## src/hw/rtl/assert_macros.svh

```systemverilog
// Assertion macros used by the sequencer RTL.
// No dependencies; bodies vanish when SYNTHESIS is defined.
`ifndef ASSERT_MACROS_SVH
`define ASSERT_MACROS_SVH
`ifndef SYNTHESIS
// Property must hold at every rising clock edge outside reset.
`define ASSERT_HOLDS(lbl, clk, rstn, prop, msg) \
  lbl: assert property (@(posedge clk) disable iff (!rstn) prop) else $error(msg);
// Expression must never be true outside reset.
`define ASSERT_NEVER(lbl, clk, rstn, expr, msg) \
  `ASSERT_HOLDS(lbl, clk, rstn, !(expr), msg)
`else
`define ASSERT_HOLDS(lbl, clk, rstn, prop, msg)
`define ASSERT_NEVER(lbl, clk, rstn, expr, msg)
`endif
`endif

```

## src/hw/rtl/bps_pkg.sv

```systemverilog
// Package for the buzzer pattern sequencer: action codes, register indexes,
// defaults and the pattern ROM with its per-pattern base table. No dependencies.
`default_nettype none
package bps_pkg;

  typedef logic [1:0] action_t;

  localparam action_t ACT_TICK  = 2'd0;
  localparam action_t ACT_START = 2'd1;
  localparam action_t ACT_STOP  = 2'd2;

  // Configuration register indexes
  localparam logic CFG_ACTIVE_LOW = 1'b0;
  localparam logic CFG_TPU        = 1'b1;

  localparam int PATTERN_COUNT_DEF = 9;
  localparam int ROM_DEPTH_DEF     = 64;
  localparam logic [7:0] TPU_RESET = 8'd10;

  localparam int ROM_LEN = 60;

  // Zero-terminated on/off duration lists, back to back.
  localparam logic [7:0] ROM_DATA [ROM_LEN] = '{
    8'd2,   8'd100, 8'd0,
    8'd10,  8'd50,  8'd0,
    8'd10,  8'd50,  8'd10,  8'd100, 8'd0,
    8'd10,  8'd50,  8'd10,  8'd50,  8'd10,  8'd100, 8'd0,
    8'd100, 8'd200, 8'd0,
    8'd100, 8'd100, 8'd100, 8'd200, 8'd0,
    8'd100, 8'd100, 8'd100, 8'd100, 8'd100, 8'd200, 8'd0,
    8'd10,  8'd50,  8'd10,  8'd50,  8'd10,  8'd20,  8'd10,  8'd20,
    8'd10,  8'd50,  8'd10,  8'd20,  8'd10,  8'd20,  8'd10,  8'd20,
    8'd10,  8'd50,  8'd10,  8'd20,  8'd10,  8'd150, 8'd0,
    8'd5,   8'd10,  8'd0,
    8'd0
  };

  // Start address of each pattern slot; unused slots point at the lone zero.
  localparam logic [5:0] PAT_BASE [16] = '{
    6'd0,  6'd3,  6'd6,  6'd11, 6'd18, 6'd21, 6'd26, 6'd33,
    6'd56, 6'd59, 6'd59, 6'd59, 6'd59, 6'd59, 6'd59, 6'd59
  };

  // Addresses past the table read as end of list.
  function automatic logic [7:0] rom_read(input logic [6:0] addr);
    logic [7:0] data;
    data = 8'd0;
    if (addr < 7'(ROM_LEN)) begin
      data = ROM_DATA[addr[5:0]];
    end
    return data;
  endfunction

endpackage
`default_nettype wire

```

## src/hw/rtl/buzzer_pattern_sequencer.sv

```systemverilog
// Buzzer pattern sequencer top level: command decode, step/tick state and
// output register. Depends on bps_pkg and assert_macros.svh.
//
//   channel  | handshake            | payload
//   ---------+----------------------+-----------------------------------------
//   in       | in_valid / in_ready  | in_action, in_pattern_number, in_repeat_mode
//   out      | out_valid / out_ready| out_buzzer_level, out_playing
//   cfg      | cfg_we (no wait)     | cfg_index, cfg_wdata
//
// One item per cycle unless the output stalls; each beat's result appears in the
// cycle after acceptance. The state update (ROM read, 8x8 multiply, compare)
// completes in the cycle of acceptance, so the next beat sees it directly.
// in_ready stays high while the result register is empty or being drained.
// Synchronous active-low reset clears playback state and loads config defaults.
`default_nettype none
`include "assert_macros.svh"
module buzzer_pattern_sequencer #(
  parameter int PATTERN_COUNT = bps_pkg::PATTERN_COUNT_DEF,
  parameter int ROM_DEPTH     = bps_pkg::ROM_DEPTH_DEF
) (
  input  wire logic       clk,
  input  wire logic       rst_n,
  input  wire logic       cfg_we,
  input  wire logic       cfg_index,
  input  wire logic [7:0] cfg_wdata,
  input  wire logic       in_valid,
  output logic            in_ready,
  input  wire logic [1:0] in_action,
  input  wire logic [3:0] in_pattern_number,
  input  wire logic       in_repeat_mode,
  output logic            out_valid,
  input  wire logic       out_ready,
  output logic            out_buzzer_level,
  output logic            out_playing
);

  // Configuration registers
  logic       active_low_r;
  logic [7:0] tpu_r;

  // Playback state
  logic        running_r, running_nxt;
  logic [3:0]  pattern_r, pattern_nxt;
  logic [4:0]  step_r, step_nxt;
  logic        repeat_r, repeat_nxt;
  logic [15:0] elapsed_r, elapsed_nxt;
  logic        sound_r, sound_nxt;

  // Output register
  logic out_valid_r;
  logic out_level_r;
  logic out_playing_r;

  logic        in_fire;
  logic [4:0]  step_inc;
  logic [6:0]  addr_cur, addr_next;
  logic [7:0]  entry_cur, entry_next;
  logic [15:0] elapsed_inc;
  logic [15:0] limit;
  logic        stop_fire;
  logic        idle_result;

  assign in_ready = !out_valid_r || out_ready;
  assign in_fire  = in_valid && in_ready;

  // Look up current and following duration
  assign step_inc  = step_r + 5'd1;
  assign addr_cur  = 7'(bps_pkg::PAT_BASE[pattern_r]) + 7'(step_r);
  assign addr_next = 7'(bps_pkg::PAT_BASE[pattern_r]) + 7'(step_inc);
  assign entry_cur  = (9'(addr_cur) < 9'(ROM_DEPTH)) ? bps_pkg::rom_read(addr_cur) : 8'd0;
  assign entry_next = (9'(addr_next) < 9'(ROM_DEPTH)) ? bps_pkg::rom_read(addr_next) : 8'd0;

  // Saturating tick count and step threshold
  assign elapsed_inc = (elapsed_r == 16'hFFFF) ? elapsed_r : elapsed_r + 16'd1;
  assign limit       = 16'(tpu_r) * 16'(entry_cur);

  // Next playback state for the accepted beat
  always_comb begin
    running_nxt = running_r;
    pattern_nxt = pattern_r;
    step_nxt    = step_r;
    repeat_nxt  = repeat_r;
    elapsed_nxt = elapsed_r;
    sound_nxt   = sound_r;
    unique case (in_action)
      bps_pkg::ACT_TICK: begin
        if (running_r) begin
          elapsed_nxt = elapsed_inc;
          if (elapsed_inc >= limit) begin
            step_nxt = step_inc;
            if (entry_next == 8'd0 && !repeat_r) begin
              running_nxt = 1'b0;
              sound_nxt   = 1'b0;
            end else begin
              if (entry_next == 8'd0) begin
                step_nxt = 5'd0;
              end
              sound_nxt   = (entry_next == 8'd0) ? 1'b1 : !step_inc[0];
              elapsed_nxt = 16'd0;
            end
          end
        end
      end
      bps_pkg::ACT_START: begin
        if (5'(in_pattern_number) < 5'(PATTERN_COUNT)) begin
          pattern_nxt = in_pattern_number;
          step_nxt    = 5'd0;
          repeat_nxt  = in_repeat_mode;
          elapsed_nxt = 16'd0;
          sound_nxt   = 1'b1;
          running_nxt = 1'b1;
        end
      end
      bps_pkg::ACT_STOP: begin
        running_nxt = 1'b0;
        sound_nxt   = 1'b0;
      end
      default: begin
      end
    endcase
  end

  // Configuration writes
  always_ff @(posedge clk) begin
    if (!rst_n) begin
      active_low_r <= 1'b0;
      tpu_r        <= bps_pkg::TPU_RESET;
    end else if (cfg_we) begin
      if (cfg_index == bps_pkg::CFG_ACTIVE_LOW) begin
        active_low_r <= cfg_wdata[0];
      end else if (cfg_index == bps_pkg::CFG_TPU) begin
        tpu_r <= cfg_wdata;
      end
    end
  end

  // Advance playback state on each accepted beat
  always_ff @(posedge clk) begin
    if (!rst_n) begin
      running_r <= 1'b0;
      pattern_r <= 4'd0;
      step_r    <= 5'd0;
      repeat_r  <= 1'b0;
      elapsed_r <= 16'd0;
      sound_r   <= 1'b0;
    end else if (in_fire) begin
      running_r <= running_nxt;
      pattern_r <= pattern_nxt;
      step_r    <= step_nxt;
      repeat_r  <= repeat_nxt;
      elapsed_r <= elapsed_nxt;
      sound_r   <= sound_nxt;
    end
  end

  // Hold the result until taken
  always_ff @(posedge clk) begin
    if (!rst_n) begin
      out_valid_r <= 1'b0;
    end else if (in_fire) begin
      out_valid_r <= 1'b1;
    end else if (out_ready) begin
      out_valid_r <= 1'b0;
    end
  end

  always_ff @(posedge clk) begin
    if (in_fire) begin
      out_level_r   <= sound_nxt ^ active_low_r;
      out_playing_r <= running_nxt;
    end
  end

  assign out_valid        = out_valid_r;
  assign out_buzzer_level = out_level_r;
  assign out_playing      = out_playing_r;

  // Terms watched by the checks below
  assign stop_fire   = in_fire && (in_action == bps_pkg::ACT_STOP);
  assign idle_result = out_valid_r && !out_playing_r;

  `ASSERT_NEVER(a_idle_sounds, clk, rst_n, !running_r && sound_r, "sound on while stopped")
  `ASSERT_HOLDS(a_stop_silences, clk, rst_n, stop_fire |=> (!running_r && !sound_r), "stop left on")
  `ASSERT_HOLDS(a_silent_level, clk, rst_n, idle_result |-> (out_level_r == active_low_r), "idle lvl")

endmodule
`default_nettype wire

```

## config.mk

```make
export PLATFORM = sky130hd
export DESIGN_NAME = buzzer_pattern_sequencer
export DESIGN_NICKNAME = d
export VERILOG_FILES = /design/src/hw/rtl/bps_pkg.sv /design/src/hw/rtl/buzzer_pattern_sequencer.sv
export VERILOG_INCLUDE_DIRS = /design/src /design/src/hw/rtl
export SDC_FILE = /design/constraint.sdc
export NUM_CORES = 1
export LEC_CHECK = 0
export BUFFER_PORTS_ARGS = -buffer_cell sky130_fd_sc_hd__buf_2
export CORE_ASPECT_RATIO = 1.1
export CORE_MARGIN = 4
export CORE_UTILIZATION = 43
export DETAILED_ROUTE_END_ITERATION = 6
export PLACE_DENSITY = 0.66
export SYNTH_ARGS = -nofsm -noshare
export SYNTH_HDL_FRONTEND = slang
export SYNTH_SLANG_ARGS = --single-unit
```

## constraint.sdc

```tcl
create_clock -name clk -period 20.6 [get_ports clk]
set_input_delay 1.03 -clock clk [delete_from_list [all_inputs] [get_ports clk]]
set_output_delay 1.03 -clock clk [all_outputs]
set_load 0.01 [all_outputs]
```

==> Word-level counts from Yosys, hierarchy flattened <==
Memories as Yosys holds them, arrays and structs flattened.
Index checks and enable logic that the tools add are counted.
{ "totals": {"register_bits": 40, "romBits": 1120, "input_bits": 21, "wordCells": 89, "mem_count": 3} }
{ "mem_list": {"columns": ["name", "depth", "word_bits", "rd", "rd_ports_with_merged_regs", "write_ports", "line", "rtl"], "rows": [
  ["(name not given)", 64, 8, 1, 0, 0, "bps_pkg.sv:49", "data = ROM_DATA[addr[5:0]];"],
  ["(name not given)", 64, 8, 1, 0, 0, "bps_pkg.sv:49", null],
  ["(name not given)", 16, 6, 1, 0, 0, "buzzer_pattern_sequencer.sv:69", "assign addr_next = 7'(bps_pkg::PAT_BASE[pattern_r]) + 7'(step_inc);"]
]} }
{ "op_classes": {"n_addsub": 4, "n_mul": 1, "magnitude_cmp": 9, "eq_ne": 6, "muxes": 35, "bitwise_logic": 5, "reduce_logical": 15} }
{ "ops": {"columns": ["operator", "n"], "rows": [
  ["16-bit 2-to-1 mux", 5],
  ["8-bit 2-to-1 mux", 8],
  ["16-bit case mux with 2 select lines", 1],
  ["5-bit 2-to-1 mux", 5],
  ["16-bit by 1-bit adder with 16-bit output, second input constant", 1],
  ["16-bit equality test, second input constant", 1],
  ["16-bit greater-or-equal comparator", 1],
  ["8-bit by 8-bit multiplier with 16-bit output", 1],
  ["6-bit by 5-bit adder with 7-bit output", 2],
  ["7-bit greater-or-equal comparator, second input constant", 2],
  ["7-bit by 6-bit < comparator with 1-bit output, second input constant", 2],
  ["7-bit < comparator, second input constant", 2],
  ["6-bit NOT with 7-bit output", 2],
  ["6-bit 2-to-1 mux", 2],
  ["1-bit 2-to-1 mux", 11],
  ["5-bit case mux with 2 select lines", 1],
  ["8-bit zero test", 1],
  ["2-bit inequality test, second input constant", 3],
  ["1-bit case mux with 3 select lines", 2],
  ["5-bit by 1-bit adder with 5-bit output, second input constant", 1],
  ["5-bit greater-or-equal comparator, second input constant", 1],
  ["4-bit NOT with 5-bit output", 1],
  ["5-bit AND reduction", 1],
  ["4-bit < comparator, second input constant", 1],
  ["other kinds (12)", 17]
]} }

==> Longest topological paths before layout <==
{ "logic_depth": {"word_depth": 18, "depth_mapped": 46, "mapped_depth_nobuf": 42} }

==> Worst setup path after synthesis <==
OpenSTA, ideal clock, no wires.
{ "synth_timing": {"kind": "flip-flop to flip-flop", "start": "reg pattern_r[1]", "end": "reg step_r[2]", "setup_ps": 119, "arrival_ps": 8619, "required_time_ps": 20481, "slack_ps": 11862, "path_stages_with_launch": 43, "path_buffers": 2, "cell_sequence": "dfxtp_1 > or2_2 > a21o_1 > ha_1 > fa_1 > a21o_1 > a21oi_1 > xor2_1 > buf_2 > nand2_1 > a21oi_1 > a2111oi_0 > a21oi_1 > or2_2 > clkbuf_1 > nor2_1 > fa_1 > inv_1 > (+7 left out) > inv_1 > o21bai_1 > a21oi_1 > nor2b_1 > o21a_1 > o21a_1 > o21a_1 > o41a_1 > xnor2_1 > ha_1 > nand4_1 > nor2_1 > a211oi_1 > o21ai_1 > o31ai_1 > a211oi_2 > a31oi_1 > a21boi_1"} }
{ "synth_between": {"elab_chain_cells": 17, "word_cells_on_any_way": 33} }
{ "synth_lines": {"columns": ["element", "line", "rtl"], "rows": [
  ["start, declared", "buzzer_pattern_sequencer.sv:43", "logic [3:0] pattern_r, pattern_nxt;"],
  ["start signal, assigned", "buzzer_pattern_sequencer.sv:148", "pattern_r <= pattern_nxt;"],
  ["4-bit NOT with 5-bit output (not written as such) *", "buzzer_pattern_sequencer.sv:68, buzzer_pattern_sequencer.sv:69", null],
  ["memory 16 x 6 bit *", null, null],
  ["6-bit 2-to-1 mux (not written as such) * (2 in series)", "buzzer_pattern_sequencer.sv:69", null],
  ["parallel branches: the longest is 13 deep, another holds 8-bit by 8-bit multiplier with 16-bit output", null, null],
  ["end signal, assigned", "buzzer_pattern_sequencer.sv:149", "step_r <= step_nxt;"],
  ["end, declared", "buzzer_pattern_sequencer.sv:44", "logic [4:0] step_r, step_nxt;"]
]} }
Every way passes the cells marked *. The select of a mux whose other input is x is not followed.
A chain may end at the register's enable or synchronous reset.

==> Worst setup path after layout <==
{ "layout_timing": {"start": "reg pattern_r[1]", "end": "reg elapsed_r[4]"} }
{ "layout_between": {"elab_chain_cells": 17, "word_cells_on_any_way": 30} }
{ "layout_lines": {"columns": ["element", "line", "rtl"], "rows": [
  ["4-bit NOT with 5-bit output (not written as such) *", "buzzer_pattern_sequencer.sv:68, buzzer_pattern_sequencer.sv:69", null],
  ["memory 16 x 6 bit *", null, null],
  ["6-bit 2-to-1 mux (not written as such) * (2 in series)", "buzzer_pattern_sequencer.sv:69", null],
  ["parallel branches: the longest is 10 deep, another holds 8-bit by 8-bit multiplier with 16-bit output", null, null],
  ["16-bit 2-to-1 mux *", "buzzer_pattern_sequencer.sv:89", "if (elapsed_inc >= limit) begin"],
  ["16-bit 2-to-1 mux *", "buzzer_pattern_sequencer.sv:87", "if (running_r) begin"],
  ["16-bit case mux with 2 select lines *", "buzzer_pattern_sequencer.sv:85", "unique case (in_action)"],
  ["end signal, assigned", "buzzer_pattern_sequencer.sv:151", "elapsed_r <= elapsed_nxt;"],
  ["end, declared", "buzzer_pattern_sequencer.sv:46", "logic [15:0] elapsed_r, elapsed_nxt;"]
]} }
Marked as above.

==> run summary <==
Vias -> 5167
die area -> 15900 um^2
Die X-Extent -> 120 um
Tot Pwr -> 0.000247 W
Initial Utilization -> 44.6%
proportion of netlist area held by the largest area contributor -> 16.5%
fill count -> 1348
Comb power frac -> 33.4%
antenna violations before repair -> 0
Fin. Hold Viols -> 0
CP endpoint kind -> flip-flop
DP Area -> 6240 um^2
Flop pwr share -> 33.4%
Yosys warning total -> 0
post-route minimum period -> 10420 ps
DR vias/cell -> 5.50
LEAKAGE -> 3.01 nW
Psw -> 0.0000883 W
Fmax -> 95.9 MHz
CTS tree -> yes
crit path kind -> reg2reg
# IOs -> 25
drt wl/cell -> 15.4 um
CP startpoint kind -> flip-flop
grt ovf -> 0
Antenna Cells -> 0
Max Slew Vio Count -> 0
Area growth syn-to-layout -> 6.71%
nets -> 893
clock root buffer -> clkbuf_16
Power Dens Cells -> 38.6 nW/um^2
Design Area, Final -> 6390 um^2
Clock power frac -> 33.2%
switching share of power -> 35.8%
ys flop type -> dfxtp_1
WHS -> 476 ps
vias in the first global route -> 5212
Setup Skew -> 7.89 ps
area leader, netlist -> ha_1
worst vdd ir -> 26.4 uV
Clk Latency, worst-skew pair -> 290 ps
Total Routing Usage GR -> 18.8%
P_int -> 0.000158 W
DRC violations left -> 0
CTS resizes -> 0
# port buffers -> 24
worst hold path class -> reg2reg
Post-Syn Instances -> 743
Crit Path Max Fanout -> 28
crit-path leading delay family -> compound AO/OA/AOI/OAI gates
Rel. slew slack -> 20.6%
Post-Syn Nets -> 881
async set or reset register ratio after synthesis -> 0%
number of max-cap violations -> 0
Slowest-stage cell, CP -> xnor2_1
htree depth -> 2
Post-Route WL -> 14500 um
cts hold-fix bufs -> 0
Netlist cell types -> 78
worst endpoint required time -> 20820 ps
Seq cells post-synth -> 40
clock buffer depth -> 2
sequential element share of the synthesized area -> 13.7%
RSZ-0062 raised after global routing -> no
most common cell after layout, fill and taps aside -> inv_1
DR iter-0 viols -> 370
first-pass GRT wire length -> 25000 um
antenna-violating nets left -> 0
crit-path max cell delay -> 920 ps
outcome -> finished, final reports clean
DIE HEIGHT -> 132 um
Core Rows -> 44
final setup fails -> 0
Mapped Area -> 5980 um^2
worst slew pin tran -> 1180 ps
CTS buffer count -> 5
most frequent cells in the layout -> inv_1, ha_1, nand2_1
CP arrival -> 10650 ps
Sink Count -> 40
GP Congestion -> 0.902
post-CTS setup buffers -> 0
DP HPWL -> 11600 um
Bufs and invs on worst path -> 4
largest net degree at the start of global routing -> 45
setup TNS -> 0 ps
number of synthesized flops with an enable pin -> 2
Synth area leaders -> ha_1, dfxtp_1, fa_1
core area -> 13400 um^2
syn_area_per_cell -> 8.05 um^2
TritonRoute pass-1 iters -> 6
fraction of layout cells with a size suffix above 1 -> 8.73%
post-route core utilization -> 47.5%
fin crit share -> 50.6%
clock transition at the registers of the reported paths -> 70 ps
Yosys cell counts, drive strengths merged (17+ instances only):
library cell,n
and2,32
nand3,18
nor2,53
xnor2,20
ha,79
fa,38
inv,84
a21oi,35
nor2b,17
o21ai,25
nor3,28
dfxtp,38
nand2,78
metal layers:
metal / up-vias / GRT usage (%) / part of all wire [%]
li1: 2584 / - / -
met1: 2417 / 24.6 / 46
met2: 138 / 31.7 / 48
met3: 28 / 2.92 / 4.0
met4: 0 / 5.73 / 2.5
met5: - / 0 / 0
cells by family after synthesis:
family / share of synthesized area, %
mux: 1.53
simple gates: 22.8
flops: 13.7
xor+xnor: 5.37
buf+inv: 7.21
fa+ha+maj: 29.2
compound gates: 20.1
flip-flops by register name (all words and copies together), names as in the netlist:
| register | cells |
|---|---|
| elapsed_r | 16 |
| pattern_r | 4 |
| step_r | 5 |
| tpu_r | 8 |
| sound_r | 1 |
| out_playing | 1 |
| out_valid | 1 |
| running_r | 1 |
| out_buzzer_level | 1 |
| active_low_r | 1 |
| repeat_r | 1 |
metrics by stage:
| stage | setup slack [ps] | instances |
|---|---|---|
| finish | 10180 | 940 |
| global route | 9300 | 940 |
| CTS | 10170 | 940 |
| detailed placement | 10300 | 932 |
| global placement | 10480 | 932 |
| floorplan | 11860 | 743 |
worst paths after layout:
check	depth (start not counted)	end	slack, ps	startpoint
worst max-delay path	41	elapsed_r[4]	10180	pattern_r[1]
worst min-delay path	2	elapsed_r[11]	480	elapsed_r[11]
worst max register to register	41	elapsed_r[4]	10180	pattern_r[1]
worst min register to register	2	elapsed_r[11]	480	elapsed_r[11]
worst register-to-register path: cells and delay by family (launching register included):
family / cells / cell delay [ps]
buf+inv: 4 / 420
flops: 1 / 370
simple gates: 7 / 1090
compound gates: 21 / 4800
xor+xnor: 2 / 1100
fa+ha+maj: 7 / 2580
cell type report:
class                      count  area (um^2)  share of cell area [%]
inverter                      84          315                    4.94
clock buffer                   6          129                    2.02
clock inverter                 2         16.3                   0.255
sequential                    40          821                    12.9
multi-input combinational    597         4730                    74.1
timing repair buffer          27          143                    2.23
tap                          184          230                    3.61
power groups by stage:
stage	clock (W)	combinational [W]	sequential (W)
global route	0.0000863	0.0000945	0.0000827
CTS	0.0000828	0.0000824	0.0000824
floorplan	0	0.0000613	0.0000833
finish	0.0000820	0.0000824	0.0000825
global placement	0	0.0000804	0.0000842
detailed placement	0	0.0000812	0.0000842
(Power assumes the default switching activity.)
